`config.mk`:
```
export PLATFORM = sky130hd
export DESIGN_NAME = key_press_classifier
export DESIGN_NICKNAME = d
export VERILOG_FILES = /design/src/sv/kpc_pkg.sv /design/src/sv/key_press_classifier.sv /design/src/sv/kpc_front.sv /design/src/sv/kpc_queue.sv /design/src/sv/kpc_back.sv
export SDC_FILE = /design/constraint.sdc
export NUM_CORES = 2
export LEC_CHECK = 0
export ABC_AREA = 1
export BUFFER_PORTS_ARGS = -buffer_cell sky130_fd_sc_hd__buf_2
export CAP_MARGIN = 20
export CORE_ASPECT_RATIO = 0.5
export CORE_UTILIZATION = 55
export DETAILED_ROUTE_END_ITERATION = 10
export PLACE_DENSITY = 0.79
export REMOVE_ABC_BUFFERS = 1
export SYNTH_ARGS = -nofsm -noshare
export SYNTH_HDL_FRONTEND = slang
export SYNTH_SLANG_ARGS = --single-unit
```
`constraint.sdc`:
```
create_clock -name clk -period 9.9 [get_ports clk]
set_input_delay 1.485 -clock clk [delete_from_list [all_inputs] [get_ports clk]]
set_output_delay 1.485 -clock clk [all_outputs]
set_load 0.02 [all_outputs]
```
`src/sv/kpc_pkg.sv`:
```
// Shared types and constants of the key press classifier.
`default_nettype none
package kpc_pkg;

  typedef enum logic [1:0] {
    ST_IDLE     = 2'd0,
    ST_PRESSED  = 2'd1,
    ST_HOLD     = 2'd2,
    ST_RELEASED = 2'd3
  } kpc_state_t;

  localparam logic [1:0] RAW_PRESSED  = 2'd1;
  localparam logic [1:0] RAW_RELEASED = 2'd2;

  localparam logic [1:0] MODE_SHORT          = 2'd0;
  localparam logic [1:0] MODE_SHORT_REPEATED = 2'd1;
  localparam logic [1:0] MODE_SHORT_OR_LONG  = 2'd2;

  localparam logic EV_SHORT = 1'b0;
  localparam logic EV_LONG  = 1'b1;

  localparam logic CFG_HOLD_TIME       = 1'b0;
  localparam logic CFG_REPEAT_INTERVAL = 1'b1;

  localparam int KEY_W       = 5;
  localparam int TIME_W      = 32;
  localparam int CFG_W       = 16;
  localparam int IN_TDATA_W  = 80;
  localparam int OUT_TDATA_W = 8;

  localparam int QUEUE_DEPTH = 4;
  localparam int QPTR_W      = 2;

  // classified item handed from front to back
  typedef struct packed {
    logic [KEY_W-1:0]  key;
    kpc_state_t        st;
    logic [TIME_W-1:0] now;
    logic [1:0]        mode;
  } kpc_item_t;

  // per-key state word
  typedef struct packed {
    kpc_state_t        st;
    logic              held;
    logic [TIME_W-1:0] last_short;
  } kpc_entry_t;

  // queue status toward the front
  typedef struct packed {
    logic full;
    logic empty;
  } kpc_qstat_t;

endpackage
`default_nettype wire

```
`src/sv/key_press_classifier.sv`:
```
// Top level of the per-key short/long press classifier with auto-repeat.
// Takes one key report per cycle and issues at most one short or long press event for it;
// m_tvalid is registered, behind a queue slot and the item register. A stalled output
// backs up through a four-entry queue before s_tready drops. The rate is set by the per-key
// read-modify-write in the back end, which forwards its own write so that reports of one key
// may follow each other back to back. Per-key state sits in a KEY_COUNT-entry memory whose
// entries read as idle until first written, tracked by one valid flop per key, so no clearing
// pass is needed. Key indexes not below KEY_COUNT are dropped. Configuration registers:
// 0 hold time, 1 repeat interval, both in milliseconds; write them only while the block is idle.
`default_nettype none
module key_press_classifier #(
  parameter int KEY_COUNT = 25
) (
  input  wire logic        clk,
  input  wire logic        rst,
  input  wire logic        s_tvalid,
  output logic             s_tready,
  input  wire logic [79:0] s_tdata,   // key_index, raw_state, pressed_at_ms, now_ms, repeat_mode
  output logic             m_tvalid,
  input  wire logic        m_tready,
  output logic [7:0]       m_tdata,   // event_key
  output logic             m_tuser,   // event_kind
  input  wire logic        cfg_we,
  input  wire logic        cfg_index,
  input  wire logic [15:0] cfg_data
);

  logic [kpc_pkg::CFG_W-1:0] hold_time_ms;
  logic [kpc_pkg::CFG_W-1:0] repeat_interval_ms;

  kpc_pkg::kpc_qstat_t qstat;
  kpc_pkg::kpc_item_t  push_item;
  kpc_pkg::kpc_item_t  head;
  logic                push;
  logic                pop;

  always_ff @(posedge clk) begin
    if (rst) begin
      hold_time_ms       <= 16'd500;
      repeat_interval_ms <= 16'd125;
    end else if (cfg_we) begin
      unique case (cfg_index)
        kpc_pkg::CFG_HOLD_TIME:       hold_time_ms       <= cfg_data;
        kpc_pkg::CFG_REPEAT_INTERVAL: repeat_interval_ms <= cfg_data;
        default: begin
        end
      endcase
    end
  end

  kpc_front #(
    .KEY_COUNT(KEY_COUNT)
  ) u_front (
    .s_tvalid     (s_tvalid),
    .s_tready     (s_tready),
    .s_tdata      (s_tdata),
    .hold_time_ms (hold_time_ms),
    .qstat        (qstat),
    .push         (push),
    .item         (push_item)
  );

  kpc_queue u_queue (
    .clk       (clk),
    .rst       (rst),
    .push      (push),
    .push_item (push_item),
    .pop       (pop),
    .head      (head),
    .qstat     (qstat)
  );

  kpc_back #(
    .KEY_COUNT(KEY_COUNT)
  ) u_back (
    .clk                (clk),
    .rst                (rst),
    .qstat              (qstat),
    .head               (head),
    .pop                (pop),
    .repeat_interval_ms (repeat_interval_ms),
    .m_tvalid           (m_tvalid),
    .m_tready           (m_tready),
    .m_tdata            (m_tdata),
    .m_tuser            (m_tuser)
  );

endmodule
`default_nettype wire

```
`src/sv/kpc_front.sv`:
```
// Front end: input handshake, key range check and derivation of the key state.
`default_nettype none
module kpc_front #(
  parameter int KEY_COUNT = 25
) (
  input  wire logic                             s_tvalid,
  output logic                                  s_tready,
  input  wire logic [kpc_pkg::IN_TDATA_W-1:0]   s_tdata,
  input  wire logic [kpc_pkg::CFG_W-1:0]        hold_time_ms,
  input  wire kpc_pkg::kpc_qstat_t              qstat,
  output logic                                  push,
  output kpc_pkg::kpc_item_t                    item
);

  logic [kpc_pkg::KEY_W-1:0]  key_index;
  logic [1:0]                 raw_state;
  logic [kpc_pkg::TIME_W-1:0] pressed_at_ms;
  logic [kpc_pkg::TIME_W-1:0] now_ms;
  logic [1:0]                 repeat_mode;
  logic [kpc_pkg::TIME_W-1:0] elapsed;
  logic                       in_range;

  assign key_index     = s_tdata[4:0];
  assign raw_state     = s_tdata[6:5];
  assign pressed_at_ms = s_tdata[38:7];
  assign now_ms        = s_tdata[70:39];
  assign repeat_mode   = s_tdata[72:71];

  assign elapsed  = now_ms - pressed_at_ms;
  assign in_range = 9'(key_index) < 9'(KEY_COUNT);

  assign s_tready = !qstat.full;
  assign push     = s_tvalid && s_tready && in_range;

  always_comb begin
    item.key  = key_index;
    item.now  = now_ms;
    item.mode = repeat_mode;
    priority if (raw_state == kpc_pkg::RAW_PRESSED) begin
      item.st = (elapsed > {16'd0, hold_time_ms}) ? kpc_pkg::ST_HOLD : kpc_pkg::ST_PRESSED;
    end else if (raw_state == kpc_pkg::RAW_RELEASED) begin
      item.st = kpc_pkg::ST_RELEASED;
    end else begin
      item.st = kpc_pkg::ST_IDLE;
    end
  end

endmodule
`default_nettype wire

```
`src/sv/kpc_queue.sv`:
```
// Short queue of classified items between front and back.
`default_nettype none
module kpc_queue (
  input  wire logic                 clk,
  input  wire logic                 rst,
  input  wire logic                 push,
  input  wire kpc_pkg::kpc_item_t   push_item,
  input  wire logic                 pop,
  output kpc_pkg::kpc_item_t        head,
  output kpc_pkg::kpc_qstat_t       qstat
);

  kpc_pkg::kpc_item_t          slots [kpc_pkg::QUEUE_DEPTH];
  logic [kpc_pkg::QPTR_W-1:0]  wr_ptr;
  logic [kpc_pkg::QPTR_W-1:0]  rd_ptr;
  logic [kpc_pkg::QPTR_W:0]    count;
  logic [kpc_pkg::QPTR_W:0]    count_next;

  assign head        = slots[rd_ptr];
  assign qstat.full  = count == (kpc_pkg::QPTR_W+1)'(kpc_pkg::QUEUE_DEPTH);
  assign qstat.empty = count == '0;

  always_comb begin
    count_next = count;
    if (push && !pop) begin
      count_next = count + 1'b1;
    end else if (pop && !push) begin
      count_next = count - 1'b1;
    end
  end

  always_ff @(posedge clk) begin
    if (rst) begin
      wr_ptr <= '0;
      rd_ptr <= '0;
      count  <= '0;
    end else begin
      count <= count_next;
      if (push) begin
        wr_ptr <= wr_ptr + 1'b1;
      end
      if (pop) begin
        rd_ptr <= rd_ptr + 1'b1;
      end
    end
  end

  always_ff @(posedge clk) begin
    if (push) begin
      slots[wr_ptr] <= push_item;
    end
  end

endmodule
`default_nettype wire

```
`src/sv/kpc_back.sv`:
```
// Back end: per-key state memory, event rules and output register.
`default_nettype none
module kpc_back #(
  parameter int KEY_COUNT = 25
) (
  input  wire logic                           clk,
  input  wire logic                           rst,
  input  wire kpc_pkg::kpc_qstat_t            qstat,
  input  wire kpc_pkg::kpc_item_t             head,
  output logic                                pop,
  input  wire logic [kpc_pkg::CFG_W-1:0]      repeat_interval_ms,
  output logic                                m_tvalid,
  input  wire logic                           m_tready,
  output logic [kpc_pkg::OUT_TDATA_W-1:0]     m_tdata,
  output logic                                m_tuser
);

  localparam int AW = (KEY_COUNT > 1) ? $clog2(KEY_COUNT) : 1;
  localparam kpc_pkg::kpc_entry_t ENTRY_RESET = '{kpc_pkg::ST_IDLE, 1'b0, '0};

  kpc_pkg::kpc_entry_t mem [KEY_COUNT];
  logic [KEY_COUNT-1:0] written;

  // item in work
  logic                  busy;
  kpc_pkg::kpc_item_t    it;
  kpc_pkg::kpc_entry_t   rd_data;
  logic                  rd_written;
  logic                  fwd;
  kpc_pkg::kpc_entry_t   fwd_data;

  kpc_pkg::kpc_entry_t   cur;
  kpc_pkg::kpc_entry_t   upd;
  logic                  ev;
  logic                  ev_kind;
  logic                  gate;
  logic                  advance;
  logic [AW-1:0]         rd_addr;
  logic [AW-1:0]         wr_addr;

  logic                      out_valid;
  logic [kpc_pkg::KEY_W-1:0] out_key;
  logic                      out_kind;

  assign rd_addr = AW'(head.key);
  assign wr_addr = AW'(it.key);

  always_comb begin
    priority if (fwd) begin
      cur = fwd_data;
    end else if (rd_written) begin
      cur = rd_data;
    end else begin
      cur = ENTRY_RESET;
    end
  end

  assign gate = (it.now - cur.last_short) > {16'd0, repeat_interval_ms};

  always_comb begin
    upd     = cur;
    upd.st  = it.st;
    ev      = 1'b0;
    ev_kind = kpc_pkg::EV_SHORT;
    unique case (it.st)
      kpc_pkg::ST_PRESSED: begin
        if ((it.mode == kpc_pkg::MODE_SHORT || it.mode == kpc_pkg::MODE_SHORT_REPEATED)
            && cur.st != kpc_pkg::ST_PRESSED && gate) begin
          ev             = 1'b1;
          upd.last_short = it.now;
        end
      end
      kpc_pkg::ST_HOLD: begin
        if (it.mode == kpc_pkg::MODE_SHORT_OR_LONG && cur.st != kpc_pkg::ST_HOLD) begin
          ev       = 1'b1;
          ev_kind  = kpc_pkg::EV_LONG;
          upd.held = 1'b1;
        end else if (it.mode == kpc_pkg::MODE_SHORT_REPEATED && gate) begin
          ev             = 1'b1;
          upd.last_short = it.now;
        end
      end
      kpc_pkg::ST_RELEASED: begin
        if (it.mode == kpc_pkg::MODE_SHORT_OR_LONG && !cur.held
            && cur.st != kpc_pkg::ST_RELEASED && gate) begin
          ev             = 1'b1;
          upd.last_short = it.now;
        end
        upd.held = 1'b0;
      end
      kpc_pkg::ST_IDLE: begin
      end
      default: begin
      end
    endcase
  end

  assign advance = busy && !(ev && out_valid && !m_tready);
  assign pop     = !qstat.empty && (!busy || advance);

  always_ff @(posedge clk) begin
    if (rst) begin
      busy      <= 1'b0;
      written   <= '0;
      out_valid <= 1'b0;
    end else begin
      if (pop) begin
        busy <= 1'b1;
      end else if (advance) begin
        busy <= 1'b0;
      end
      if (advance) begin
        written[wr_addr] <= 1'b1;
      end
      if (advance && ev) begin
        out_valid <= 1'b1;
      end else if (m_tready) begin
        out_valid <= 1'b0;
      end
    end
  end

  always_ff @(posedge clk) begin
    if (pop) begin
      it         <= head;
      rd_written <= written[rd_addr];
      fwd        <= advance && (it.key == head.key);
      fwd_data   <= upd;
    end
    if (advance && ev) begin
      out_key  <= it.key;
      out_kind <= ev_kind;
    end
  end

  always_ff @(posedge clk) begin
    if (advance) begin
      mem[wr_addr] <= upd;
    end
    if (pop) begin
      rd_data <= mem[rd_addr];
    end
  end

  assign m_tvalid = out_valid;
  assign m_tdata  = {3'd0, out_key};
  assign m_tuser  = out_kind;

endmodule
`default_nettype wire

```
# Yosys cells after proc, flatten, opt, wreduce, memory -nomap -nowiden
# Memory sizes are Yosys's and may differ from the RTL's. A register that Yosys moved wholly into a read port is not among the register bits.
# Index checks and enable logic that the tools add are counted.
[op_classes]
n_addsub = 6
mul = 0
div = 0
n_lt_le_gt_ge = 6
eq_ne = 12
shifts = 0
muxes = 34
bitwise_logic = 2
n_reduce_logical = 35
[ops]
columns = ["op", "count"]
rows = [
  ["two-way mux 32 bit", 4],
  ["one-hot mux 32 bit (3 select lines)", 1],
  ["two-way mux 35 bit", 2],
  ["greater-than comparator 32 x 16 -> 1 bit", 2],
  ["subtractor 32 bit", 2],
  ["OR 25 bit", 1],
  ["logical AND 1 bit", 18],
  ["two-way mux 1 bit", 16],
  ["< comparator 5 x 6 -> 1 bit (second input constant)", 2],
  ["two-way mux 2 bit", 5],
  ["equality test 2 bit (second input constant)", 4],
  ["zero test 1 bit", 8],
  ["equality test 2 x 1 -> 1 bit (second input constant)", 3],
  ["two-way mux 3 bit", 2],
  ["nonzero test 2 bit", 3],
  ["binary-select mux 1 bit (select 5 bit)", 1],
  ["demux 1 bit (select 5 bit)", 1],
  ["equality test 5 bit", 1],
  ["greater-or-equal comparator 5 x 1 -> 1 bit (second input constant)", 1],
  ["< comparator 5 bit (second input constant)", 1],
  ["adder 2 x 1 -> 2 bit (second input constant)", 2],
  ["!= test 2 bit (second input constant)", 2],
  ["AND reduction 2 bit", 2],
  ["adder 3 x 1 -> 3 bit (second input constant)", 1],
  ["other kinds (9)", 10],
]
[word_totals]
ff_bits = 150
latch_bits = 0
ram_bits = 1039
romBits = 0
inputBits = 102
out_inout_bits = 11
n_memories = 2
[mem_list]
columns = ["name", "words", "word_bits", "read_ports", "rd_ports_with_merged_regs", "write_ports", "line_no", "text"]
rows = [
  ["u_back.mem", 25, 35, 1, 1, 1, "kpc_back.sv:21", "kpc_pkg::kpc_entry_t mem [KEY_COUNT];"],
  ["u_queue.slots", 4, 41, 1, 1, 1, "kpc_queue.sv:13", "kpc_pkg::kpc_item_t slots [kpc_pkg::QUEUE_DEPTH];"],
]

# Depth between registers and ports, before layout
[depth]
ltp_word = 17
depth_mapped = 45
mapped_depth_nobuf = 42

# By module
# Synthesis repeated with hierarchy kept, for this count alone.
[unflattened]
cells_unflattened = 4797
hier_area_um2 = 53968.0
[by_module_without_submodules]
columns = ["module", "instances", "cells_each", "area_per_inst_um2"]
rows = [
  ["kpc_back", 1, 3489, 42693.4],
  ["kpc_queue", 1, 454, 6518.8],
  ["kpc_front", 1, 691, 3483.3],
  ["key_press_classifier", 1, 163, 1272.5],
]

# Least setup slack after synthesis
# OpenSTA, ideal clock, no wires.
[synth_path]
path_type = "reg2reg"
startpoint = "register u_back.fwd"
endpoint = "register u_back.fwd (enable)"
setup_ps = 466
t_arrival_ps = 6331
t_required_ps = 9434
setup_slack_ps = 3103
path_stages_with_launch = 38
n_path_buf = 3
cell_sequence = "edfxtp_1 -> buf_6 -> buf_4 -> nor2_1 -> clkbuf_1 -> a22oi_1 -> inv_1 -> ha_1 -> inv_1 -> ha_1 -> inv_1 -> nand2_1 -> nand3_1 -> nand2_2 -> nand2_1 -> nand2_1 -> nand2_1 -> nand2_1 -> (+2 left out) -> nand2_1 -> inv_1 -> nand3_1 -> nor3_1 -> nand2_1 -> nand2_1 -> nand3_1 -> nor2_1 -> nand3_1 -> nor2_1 -> nand2_2 -> nand3_1 -> nand2_1 -> inv_2 -> nand2_4 -> nand3_1 -> nand2_1 -> inv_1"
[synth_via]
elab_chain_cells = 13
word_cells_on_any_way = 25
[synth_lines]
columns = ["element", "line_no", "text"]
rows = [
  ["start, declared", "kpc_back.sv:29", "logic fwd;"],
  ["start signal, assigned", "kpc_back.sv:127", "fwd <= advance && (it.key == head.key);"],
  ["two-way mux 35 bit *", "kpc_back.sv:49", "priority if (fwd) begin"],
  ["subtractor 32 bit or zero test 1 bit (tied branches)", "kpc_back.sv:58, kpc_back.sv:84", ""],
  ["greater-than comparator 32 x 16 -> 1 bit or logical AND 1 bit (tied branches)", "kpc_back.sv:58, kpc_back.sv:84", ""],
  ["logical AND 1 bit (on tied branches)", "kpc_back.sv:78, kpc_back.sv:85", ""],
  ["two-way mux 1 bit or logical AND 1 bit (tied branches)", "kpc_back.sv:78, kpc_back.sv:85", ""],
  ["two-way mux 1 bit (on tied branches)", "kpc_back.sv:74, kpc_back.sv:84", ""],
  ["one-hot mux 1 bit (3 select lines) *", "kpc_back.sv:65", "unique case (it.st)"],
  ["logical AND 1 bit * (2 in a row)", "kpc_back.sv:98", "assign advance = busy && !(ev && out_valid && !m_tready);"],
  ["zero test 1 bit *", "kpc_back.sv:98", ""],
  ["logical AND 1 bit *", "kpc_back.sv:98", ""],
  ["logical OR 1 bit *", "kpc_back.sv:99", "assign pop = !qstat.empty && (!busy || advance);"],
  ["logical AND 1 bit *", "kpc_back.sv:99", ""],
  ["net pop", "key_press_classifier.sv:35", "logic pop;"],
]
# The timed path passes the listed nets; every way through them passes the cells marked *.
# A chain may end at the register's enable or synchronous reset.

# Final worst setup path
[layout_path]
startpoint = "register u_back.rd_written"
endpoint = "register u_back.it[32] (netlist name) (enable)"
[layout_via]
elab_chain_cells = 14
word_cells_on_any_way = 26
[layout_lines]
columns = ["element", "line_no", "text"]
rows = [
  ["start, declared", "kpc_back.sv:28", "logic rd_written;"],
  ["start signal, assigned", "kpc_back.sv:126", "rd_written <= written[rd_addr];"],
  ["two-way mux 35 bit *", "kpc_back.sv:51", "end else if (rd_written) begin"],
  ["two-way mux 35 bit *", "kpc_back.sv:49", ""],
  ["subtractor 32 bit or zero test 1 bit (tied branches)", "kpc_back.sv:58, kpc_back.sv:84", ""],
  ["greater-than comparator 32 x 16 -> 1 bit or logical AND 1 bit (tied branches)", "kpc_back.sv:58, kpc_back.sv:84", ""],
  ["logical AND 1 bit (on tied branches)", "kpc_back.sv:78, kpc_back.sv:85", ""],
  ["two-way mux 1 bit or logical AND 1 bit (tied branches)", "kpc_back.sv:78, kpc_back.sv:85", ""],
  ["two-way mux 1 bit (on tied branches)", "kpc_back.sv:74, kpc_back.sv:84", ""],
  ["one-hot mux 1 bit (3 select lines) *", "kpc_back.sv:65", ""],
  ["logical AND 1 bit * (2 in a row)", "kpc_back.sv:98", ""],
  ["zero test 1 bit *", "kpc_back.sv:98", ""],
  ["logical AND 1 bit *", "kpc_back.sv:98", ""],
  ["logical OR 1 bit *", "kpc_back.sv:99", ""],
  ["logical AND 1 bit *", "kpc_back.sv:99", ""],
  ["net pop", "key_press_classifier.sv:35", ""],
  ["end signal, assigned", "kpc_back.sv:125", "it <= head;"],
  ["end, declared", "kpc_back.sv:26", "kpc_pkg::kpc_item_t it;"],
]
# Marks and branches as above.

==> run summary <==
outcome = completed
TritonCTS buffer count = 106
logic gate share of total power = 42.7%
Least-Margin Pin Slew = 1.14 ns
H-tree depth = 3
sequential share of power = 37.2%
fmax = 149 MHz
leakage power = 0.0210 uW
share of layout cells above drive strength 1 = 10.3%
CTS clk-pin slew, worst paths = 0.07 ns
TritonCTS clock tree = built
type of destination of the critical path = flop
final count of negative-setup-slack endpoints = 0
Mean Syn Cell Area = 11.5 um^2
Cell Int Power = 12300 uW
DRC Markers = 0
met1 global-route usage = 37.2%
largest net degree at the start of global routing = 176
post-route ant nets = 0
CP Class = flop to flop
Core Region = 95600 um^2
Die X = 442 um
Syn. warnings = 0
post-cts resize count = 0
via count = 36671
antenna violations before repair = 6
Post-Layout Inst Area = 58700 um^2
Max FO, Critical Path = 76
Switching Share = 41.8%
Reg2Reg Launch Point = u_back.rd_written
vias in the first global route = 35068
Synth area leader = edfxtp_1
R2R Path End = u_back.it[32]
Startpoint Class = flop
first-pass GRT wire length = 204000 um
crit path from = u_back.rd_written
Yosys top cell area share = 65.4%
Hold Crit Depth = 2
drt pass-1 iters = 8
post-synthesis sequential area ratio = 67.9%
die span in y = 222 um
hold_sp = u_back.written[0]
Vias/cell = 6.09
Starting Density = 55.6%
Final Hold Vio Count = 0
CP max stage cell = buf_4
grt met3 use = 6.03%
gr usage total = 27.4%
Layout Nets = 4855
Placed Area = 55000 um^2
CP Data Arrival Time = 6.99 ns
cell repeated most along the worst path = nand2_1
P per Cell Area = 361 nW/um^2
GRT met2 Usage = 44.6%
Clock Sinks = 1226
RSZ-0062 raised after global routing = false
largest cells by area after synthesis = edfxtp_1 65%, nor2_1 5.4%, o21ai_0 3.6%, inv_1 2.9%, nand2_1 2.8%
GR Overflow Total = 0
Fin Hold WS = 0.452 ns
Die Footprint = 98000 um^2
FP Rows = 80
drt wl/cell = 22.8 um
Tcrit/Tclk final = 67.7%
worst min-delay path class = flop to flop
Pins Over Slew Limit = 0
net load switching power = 8860 uW
R2R depth = 30
CTS Root Buffer Type = clkbuf_16
Max Clock Skew = 0.0536 ns
CP peak stage delay = 0.82 ns
mapped cell area = 53200 um^2
Syn Inst Count = 4609
number of synthesized flops with an enable pin = 1158
most common cell after layout, fill and taps aside = edfxtp_1
area growth from synthesis to layout = 10.3%
clock share of power = 20.1%
setup bufs post-CTS = 0
RD Place Congestion = 0.918
hpwl dp = 76800 um
Top Ports = 113
main flop type after synthesis = edfxtp_1
commonest non-fill, non-tap cells in the layout = 1158 x edfxtp_1, 755 x nor2_1, 397 x nand2_1
Clk Latency, worst-skew pair = 0.71 ns
end of the worst hold path = u_back.written[0]
max_slew headroom = 24.1%
Most Crowded Layer GR = met2
synthesized flop and latch total = 1226
Buffers on Ports = 102
flop2flop setup slack = 3.19 ns
fin crit period = 6.71 ns
Yosys cell types = 57
CP required = 10.18 ns
highest ir drop seen on vdd = 0.296 mV
worst-case clock buffer depth = 3
asr flop ratio synth = 0%
hold buffers post-CTS = 0
initial detailed-routing violation count = 5065
Post-Route WL = 137000 um
Max Cap Viol = 0
worst max-delay path by stage:
stage | end | slack, ns | depth (start not counted)
after floorplan | u_back.rd_data[0] | -10.72 | 11
after global placement | u_back.it[31] | 3.38 | 30
after detailed placement | u_back.it[32] | 3.31 | 30
after CTS | u_back.it[28] | 3.25 | 30
after global routing | u_back.it[32] | 2.63 | 30
final | u_back.it[32] | 3.19 | 30
area by class of cell:
type / count / area [um^2]
inverter: 418 / 1590
timing repair buffer: 194 / 1250
clock buffer: 138 / 2910
tap: 1271 / 1590
multi-input combinational: 2716 / 14500
antenna: 2 / 5.00
fill: 6946 / 36900
sequential: 1226 / 36100
clock inverter: 57 / 701
synth_stat cells (all sizes together), types with 2 or more instances:
master  number
nand3      199
dfxtp       68
o22ai       36
inv        417
nand4       18
a21o         4
o21bai       5
a31o         2
nor3       128
ha          89
o311ai     141
a31oi       38
nand2      421
a21boi       3
buf         32
nor4         4
clkbuf     219
a21oi      288
nand3b       4
o211ai      16
or2          2
a311oi      70
nor2       770
fa           2
o21a         6
a22oi       23
o221ai       5
xnor2       14
o21ai      382
xor2        35
edfxtp    1158
sequential cells by signal (all words and copies together) (netlist names), named ones only:
register and cells:
u_back.wr_addr 5, u_back.it 36, u_queue.wr_ptr 2, u_back.m_tuser 1, u_queue.rd_ptr 2, u_back.mem 875
u_queue.count 3, hold_time_ms 16, u_back.fwd 1, u_back.rd_written 1, u_back.busy 1, u_back.fwd_data 35
u_queue.slots 164, u_back.out_key 5, u_back.written 25, repeat_interval_ms 16, u_back.m_tvalid 1, u_back.rd_data 35
critical path: cells and delay by family (launching register included):
| kind | cells | cell delay [ns] |
|---|---|---|
| and+or+nand+nor | 18 | 2.09 |
| buffers and inverters | 6 | 1.87 |
| DFF | 1 | 0.77 |
| adders and majority gates | 2 | 0.70 |
| AOI/OAI and AO/OA | 3 | 0.60 |
| xor gates and xnor gates | 1 | 0.16 |
routing by layer:
layer  vias up  routed length, um
li1      16678                  -
met3       278              17000
met2      2165              64600
met4         0               3700
met5         -                  0
met1     17550              52000
kinds of logic (layout without fill, tap and decap cells):
logic type	after synthesis	count (layout)	share of synthesized area, %
other	1	5	0.00705
buffers and inverters	669	807	4.93
XOR/XNOR	49	49	0.807
AND/OR/NAND/NOR	1548	1548	12.3
AO/OA/AOI/OAI	1025	1025	11.8
adder cells (fa/ha/maj)	91	91	2.17
flip-flops	1226	1226	67.9
power groups by stage:
| stage | clock, uW | sequential, uW | combinational (uW) |
|---|---|---|---|
| after CTS | 4290 | 7860 | 8810 |
| after floorplan | 0 | 8010 | 5570 |
| final | 4270 | 7880 | 9050 |
| after detailed placement | 0 | 7970 | 8720 |
| after global placement | 0 | 7940 | 8470 |
| after global routing | 4460 | 7920 | 9830 |
through the flow:
step | setup slack [ns] | setup TNS [ns] | total power, uW | cells | util, %
2_1_floorplan | -10.72 | -406.12 | 13600 | 4360 | -
3_3_place_gp | 3.38 | 0 | 16400 | 5823 | 57.6
3_5_place_dp | 3.31 | 0 | 16700 | 5823 | 57.6
4_1_cts | 3.25 | 0 | 21000 | 6018 | 61.3
5_1_grt | 2.63 | 0 | 22200 | 6021 | 61.4
6_report | 3.19 | 0 | 21200 | 6022 | 61.4
Power figures use the tool's default switching activity.
